### src/sv/bitplane_xor_row_defilter_assert.svh
// Assertion macros shared by the defilter RTL.
`ifndef BITPLANE_XOR_ROW_DEFILTER_ASSERT_SVH
`define BITPLANE_XOR_ROW_DEFILTER_ASSERT_SVH

// Same-cycle implication, disabled during reset.
`define BXD_ASSERT_NOW(lbl, clk, rst_n, ante, cons, msg) \
    lbl: assert property (@(posedge clk) disable iff (!(rst_n)) (ante) |-> (cons)) \
        else $error(msg);

// Next-cycle implication, disabled during reset.
`define BXD_ASSERT_NEXT(lbl, clk, rst_n, ante, cons, msg) \
    lbl: assert property (@(posedge clk) disable iff (!(rst_n)) (ante) |=> (cons)) \
        else $error(msg);

`endif

### src/sv/bxd_pkg.sv
// Package: sizes, codes, types and helper functions of the bitplane defilter.
package bxd_pkg;

    localparam int MAX_BYTE_WIDTH = 64;
    localparam int MAX_ROWS       = 256;
    localparam int MAX_PLANES     = 9;

    localparam int BYTE_W = 8;
    localparam int MODE_W = 4;
    localparam int PL_W   = 4;
    localparam int ROW_W  = $clog2(MAX_ROWS);
    localparam int COL_W  = $clog2(MAX_BYTE_WIDTH);

    // Row and plane strides are powers of two, so the address is a concatenation.
    localparam int ADDR_W     = PL_W + ROW_W + COL_W;
    localparam int STORE_SIZE = MAX_PLANES * MAX_ROWS * MAX_BYTE_WIDTH;

    localparam int BW_W  = 7;
    localparam int TH_W  = 9;
    localparam int NR_W  = 9;
    localparam int NP_W  = 4;

    localparam int CFG_IDX_W  = 3;
    localparam int CFG_DATA_W = 9;

    // Register indexes
    localparam logic [CFG_IDX_W-1:0] CFG_BYTE_WIDTH  = 3'd0;
    localparam logic [CFG_IDX_W-1:0] CFG_TILE_HEIGHT = 3'd1;
    localparam logic [CFG_IDX_W-1:0] CFG_IMAGE_ROWS  = 3'd2;
    localparam logic [CFG_IDX_W-1:0] CFG_PLANE_COUNT = 3'd3;

    // Filter selects (low three bits of the mode)
    localparam logic [2:0] SEL_NONE   = 3'd0;
    localparam logic [2:0] SEL_PREFIX = 3'd1;
    localparam logic [2:0] SEL_ROW    = 3'd2;
    localparam logic [2:0] SEL_TILE   = 3'd3;
    localparam logic [2:0] SEL_PLANE1 = 3'd4;
    localparam logic [2:0] SEL_PLANE4 = 3'd7;

    localparam int MODE_INV_BIT = 3;

    typedef struct packed {
        logic [BW_W-1:0] byte_width;
        logic [TH_W-1:0] tile_height;
        logic [NR_W-1:0] image_rows;
        logic [NP_W-1:0] plane_count;
    } t_cfg;

    typedef struct packed {
        logic [PL_W-1:0]  plane;
        logic [ROW_W-1:0] row;
        logic [COL_W-1:0] col;
        logic             last_row;
        logic             last_img;
    } t_pos;

    typedef struct packed {
        logic [ADDR_W-1:0] addr;
        logic              zero;
    } t_ref;

    function automatic logic [ADDR_W-1:0] store_addr(
        input logic [PL_W-1:0]  pl,
        input logic [ROW_W-1:0] row,
        input logic [COL_W-1:0] col
    );
        return {pl, row, col};
    endfunction

    // Undo an MSB-first running XOR: bit i is the XOR of bits 7 down to i.
    function automatic logic [BYTE_W-1:0] prefix_xor(input logic [BYTE_W-1:0] x);
        logic [BYTE_W-1:0] r;
        r = x;
        r = r ^ (r >> 1);
        r = r ^ (r >> 2);
        r = r ^ (r >> 4);
        return r;
    endfunction

endpackage

### src/sv/bxd_pos.sv
// Position counters and reference address generation.
module bxd_pos (
    input  logic                       i_clk,
    input  logic                       i_rst_n,
    input  bxd_pkg::t_cfg              i_cfg,
    input  logic                       i_adv,
    input  logic [bxd_pkg::MODE_W-1:0] i_mode,
    output bxd_pkg::t_pos              o_pos,
    output logic [bxd_pkg::ADDR_W-1:0] o_addr,
    output bxd_pkg::t_ref              o_ref
);
    logic [bxd_pkg::COL_W-1:0] r_col, n_col;
    logic [bxd_pkg::ROW_W-1:0] r_row, n_row;
    logic [bxd_pkg::PL_W-1:0]  r_pl, n_pl;
    logic                      lcol, lrow, lpl;
    logic [2:0]                sel;
    logic [bxd_pkg::PL_W-1:0]  pl_back;

    assign lcol = ({1'b0, r_col} + 7'd1) >= i_cfg.byte_width;
    assign lrow = ({1'b0, r_row} + 9'd1) >= i_cfg.image_rows;
    assign lpl  = ({1'b0, r_pl} + 5'd1) >= {1'b0, i_cfg.plane_count};

    assign o_pos.plane    = r_pl;
    assign o_pos.row      = r_row;
    assign o_pos.col      = r_col;
    assign o_pos.last_row = lcol;
    assign o_pos.last_img = lcol && lrow && lpl;
    assign o_addr = bxd_pkg::store_addr(r_pl, r_row, r_col);

    always_comb begin
        n_col = r_col;
        n_row = r_row;
        n_pl  = r_pl;
        if (!lcol) begin
            n_col = r_col + 6'd1;
        end else begin
            n_col = '0;
            if (!lrow) begin
                n_row = r_row + 8'd1;
            end else begin
                n_row = '0;
                n_pl  = lpl ? '0 : r_pl + 4'd1;
            end
        end
    end

    always_ff @(posedge i_clk) begin
        if (!i_rst_n) begin
            r_col <= '0;
            r_row <= '0;
            r_pl  <= '0;
        end else if (i_adv) begin
            r_col <= n_col;
            r_row <= n_row;
            r_pl  <= n_pl;
        end
    end

    // Reference position; off-image references read as zero.
    assign sel     = i_mode[2:0];
    assign pl_back = {1'b0, sel} - 4'd3;

    always_comb begin
        o_ref.addr = o_addr;
        o_ref.zero = 1'b1;
        case (sel) inside
            bxd_pkg::SEL_ROW: begin
                o_ref.zero = (r_row == '0);
                o_ref.addr = bxd_pkg::store_addr(r_pl, r_row - 8'd1, r_col);
            end
            bxd_pkg::SEL_TILE: begin
                o_ref.zero = ({1'b0, r_row} < i_cfg.tile_height);
                o_ref.addr = bxd_pkg::store_addr(r_pl, r_row - i_cfg.tile_height[7:0], r_col);
            end
            [bxd_pkg::SEL_PLANE1:bxd_pkg::SEL_PLANE4]: begin
                o_ref.zero = (r_pl < pl_back);
                o_ref.addr = bxd_pkg::store_addr(r_pl - pl_back, r_row, r_col);
            end
            default: begin
                o_ref.zero = 1'b1;
            end
        endcase
    end
endmodule

### config.mk
export PLATFORM = sky130hd
export DESIGN_NAME = bxd_pos
export DESIGN_NICKNAME = d
export VERILOG_FILES = /design/src/sv/bitplane_xor_row_defilter_assert.svh /design/src/sv/bxd_pkg.sv /design/src/sv/bxd_pos.sv
export SDC_FILE = /design/constraint.sdc
export NUM_CORES = 1
export LEC_CHECK = 0
export BUFFER_PORTS_ARGS = -buffer_cell sky130_fd_sc_hd__buf_2
export CORE_UTILIZATION = 52
export DETAILED_ROUTE_END_ITERATION = 7
export PLACE_DENSITY = 0.89
export SLEW_MARGIN = 20
export SYNTH_ARGS = -nofsm -noshare
export SYNTH_HDL_FRONTEND = slang
export SYNTH_SLANG_ARGS = --single-unit
### constraint.sdc
create_clock -name i_clk -period 3.2 [get_ports i_clk]
set_clock_uncertainty 0.15 [all_clocks]
set_input_delay 0.64 -clock i_clk [delete_from_list [all_inputs] [get_ports i_clk]]
set_output_delay 0.64 -clock i_clk [all_outputs]
set_load 0.05 [all_outputs]
==> impl_metrics.tcl <==
set metrics [dict create \
    status "finished, final reports clean" \
    setup_viol 0 \
    critPathMaxStageDelay_ns 0.39 \
    syn_area_um2 2700 \
    maxSlewViolCount 0 \
    min_period_over_period_pct 98.9 \
    min_path_cells 2 \
    drc 0 \
    synth-edff-count 0 \
    diodes 0 \
    instances_no_fill 509 \
    cts_tree "yes" \
    maxCapViolations 0 \
    synth_seq_area_share_pct 13.3 \
    place_congestion 0.847 \
    viasPerCell 5.50 \
    antenna_found_initial 0 \
    yosys_warnings 0 \
    tightest_slew_ns 0.420 \
    ff_latch_area_um2 377 \
    r2r-end "r_pl[2]" \
    rsz0062_at_grt "yes" \
    clk_pin_slew_ns 0.07 \
    crit_top_cell "and3_4" \
    arrival_ns 2.37 \
    critPathMaxFanout 5 \
    design_area_um2 3490 \
    grt_overflow 0 \
    required_ns 2.41 \
    power.density_nw_per_um2 193 \
    reg2reg_depth 11 \
    crit_path_start "r_row[0]" \
    wire_per_inst_um 13.4 \
    worst_setup_path_end_kind "output pin" \
    grt_pass1_vias 2565 \
    ant_nets 0 \
    startpoint_type "flip-flop" \
    reg2reg_slack_ns 0.54 \
    initial_core_util_pct 55.7 \
    crit_path_cell_trace "and3_4 > and3_4 > nand3_2 > xnor2_2 > ha_1 > nand4_4 > o211ai_4 > nor2_4 > nor3_4 > buf_6" \
    yosys.cell_types.count 58 \
    fin_crit_ns 3.16 \
    drive_above_1_share_pct 41.0 \
    chipWidth_um 74.1 \
    ys_ff_latch 18 \
    dieHeight_um 74.1 \
    cts_sinks 18 \
    synth_nets 430 \
    post_dp_cell_area_um2 3250 \
    synth_top_flop_cell "dfxtp_1" \
    io_pins 93 \
    routed_wl_um 6800 \
    clk_path_buf_depth 2 \
    core_area_um2 4850 \
    root_buffer "clkbuf_8" \
    hold_class "reg -> reg" \
    power_leakage_nw 1.86 \
    r2r-start "r_row[0]" \
    grtUsageTotal_pct 24.9 \
    row_count 25 \
    ir_drop_mv 0.152 \
    port_buffers 91 \
    vias 2797 \
    final_nets 523 \
    dr.pass1.iters 4 \
    syn_avg_cell_area_um2 7.72 \
    place_hpwl_um 5200 \
    dieArea_um2 5490 \
    multi_input_area_um2 2090 \
    area_delta_synth_final_pct 29.1 \
    crit_end "o_pos[0]" \
    critPathSlowestCell "dfxtp_4" \
    h-tree-depth 1 \
    grt_max_degree 28 \
    synthCells 350 \
    async_flop_share_pct 0 \
    dpl.cell_count 501 \
    nFillCells 365 \
    max_freq_mhz 316 \
    numCtsBuffers 3 \
    relSlewSlack_pct 72.0 \
    drt_iter0_markers 184 \
    crit_type "reg -> out" \
    hold_viol 0 \
    clk_latency_ns 0.25 \
    grt_pass1_wl_um 10900 \
]
## power by group
group	switching (W)	leakage, nW	internal, W
sequential	0.00000240	0.150	0.000224
clock	0.0000821	0.0288	0.000109
combinational	0.000160	1.68	0.0000969
total	0.000245	1.86	0.000430
## per-stage QoR
step                      hold WS (ns)  setup TNS [ns]  setup slack (ns)  power (W)  util, %
final                            0.373               0            0.0368   0.000675     71.9
after global placement           0.345         -0.0228           -0.0228   0.000467     67.0
after detailed placement         0.350         -0.0951           -0.0833   0.000475     67.0
after floorplan                  0.456          -0.255            -0.255   0.000408        -
after CTS                        0.369        -0.00214          -0.00214   0.000669     69.5
after global routing             0.405          -0.172           -0.0893   0.000710     71.9
## routing by layer
metal  share of wire, %  up-vias  track usage, %
met4                2.1        0            6.20
met2                 50      105            45.2
li1                   -     1377               -
met5                  0        -               0
met1                 42     1299            30.5
met3                5.0       16            3.93
## cell usage after synthesis, types with 2 or more instances
| cell type | instances | area share (%) |
|---|---|---|
| a2111oi_4 | 2 | 2.0 |
| a21boi_0 | 4 | 1.1 |
| a21boi_1 | 3 | 0.83 |
| a21o_1 | 6 | 1.7 |
| a21oi_1 | 14 | 2.6 |
| a31oi_1 | 2 | 0.46 |
| and3_1 | 7 | 1.6 |
| and3_4 | 2 | 0.83 |
| buf_4 | 26 | 7.2 |
| clkbuf_1 | 7 | 0.97 |
| dfxtp_1 | 18 | 13 |
| fa_1 | 2 | 1.5 |
| ha_1 | 42 | 19 |
| inv_1 | 42 | 5.8 |
| mux2i_1 | 4 | 1.5 |
| nand2_1 | 33 | 4.6 |
| nand2_2 | 2 | 0.46 |
| nand2b_1 | 4 | 0.93 |
| nand3_1 | 15 | 2.8 |
| nand3b_1 | 7 | 1.9 |
| nand4_1 | 2 | 0.46 |
| nor2_1 | 13 | 1.8 |
| nor2_4 | 2 | 0.83 |
| nor2b_1 | 4 | 0.93 |
| nor3_1 | 10 | 1.9 |
| o211ai_1 | 2 | 0.56 |
| o21a_1 | 4 | 1.1 |
| o21ai_0 | 16 | 3.0 |
| o21ai_1 | 2 | 0.37 |
| o221ai_1 | 2 | 0.65 |
| o22ai_1 | 8 | 1.9 |
| xnor2_1 | 8 | 2.6 |
| xor2_1 | 10 | 3.2 |
## how the worst min path moves through the flow
stage | from | to | slack [ns]
3_5_place_dp | r_row[3] | r_row[3] | 0.35
3_3_place_gp | r_row[5] | r_row[5] | 0.35
2_1_floorplan | r_row[0] | r_row[0] | 0.46
5_1_grt | r_col[4] | r_col[4] | 0.40
6_report | r_col[4] | r_col[4] | 0.37
4_1_cts | r_row[3] | r_row[3] | 0.37
## final cells by class
| cell class | instances | area share (%) |
|---|---|---|
| Multi-Input combinational cell | 254 | 59.9 |
| Timing Repair Buffer | 123 | 20.7 |
| Tap cell | 67 | 2.40 |
| Inverter | 43 | 4.63 |
| Clock buffer | 4 | 1.58 |
| Sequential cell | 18 | 10.8 |
## cell families (layout without fill, tap and decap cells)
family	after synthesis	count (layout)	share of synthesized area [%]
simple gates	113	113	23.4
buf+inv	78	170	14.8
compound gates	74	74	19.8
fa+ha+maj	44	44	20.9
xor+xnor	18	18	5.83
flops	18	18	13.3
mux	5	5	1.90
## state kept, by name, summed over array words and instances (netlist names)
| register | count |
|---|---|
| r_col | 6 |
| r_row | 8 |
| r_pl | 4 |
## repair_timing
item / in CTS / in global routing
hold buffers: 0 / 0
pin swaps: 7 / 13
setup endpoints to repair: 3 / 6
resized for setup: 16 / 23
setup buffers: 1 / 3
## placed cells by master, fill, tap and decap left out, types with 5 or more instances in the layout
cell	count
nand3b_1	7
a21o_1	6
o21ai_0	10
buf_4	31
o22ai_1	8
xnor2_1	7
ha_1	37
inv_1	41
nand2_1	33
xor2_1	10
nor2_1	13
dfxtp_1	11
a21oi_1	10
and3_4	5
nand3_1	13
o21ai_1	6
nor3_1	8
buf_2	87
## critical path: cells and delay by family (launching register included)
kind	cells	cell delay, ns
simple gates	6	0.84
flops	1	0.39
fa+ha+maj	1	0.34
compound gates	1	0.22
buf+inv	1	0.18
xor+xnor	1	0.15
Power figures use the tool's default switching activity.
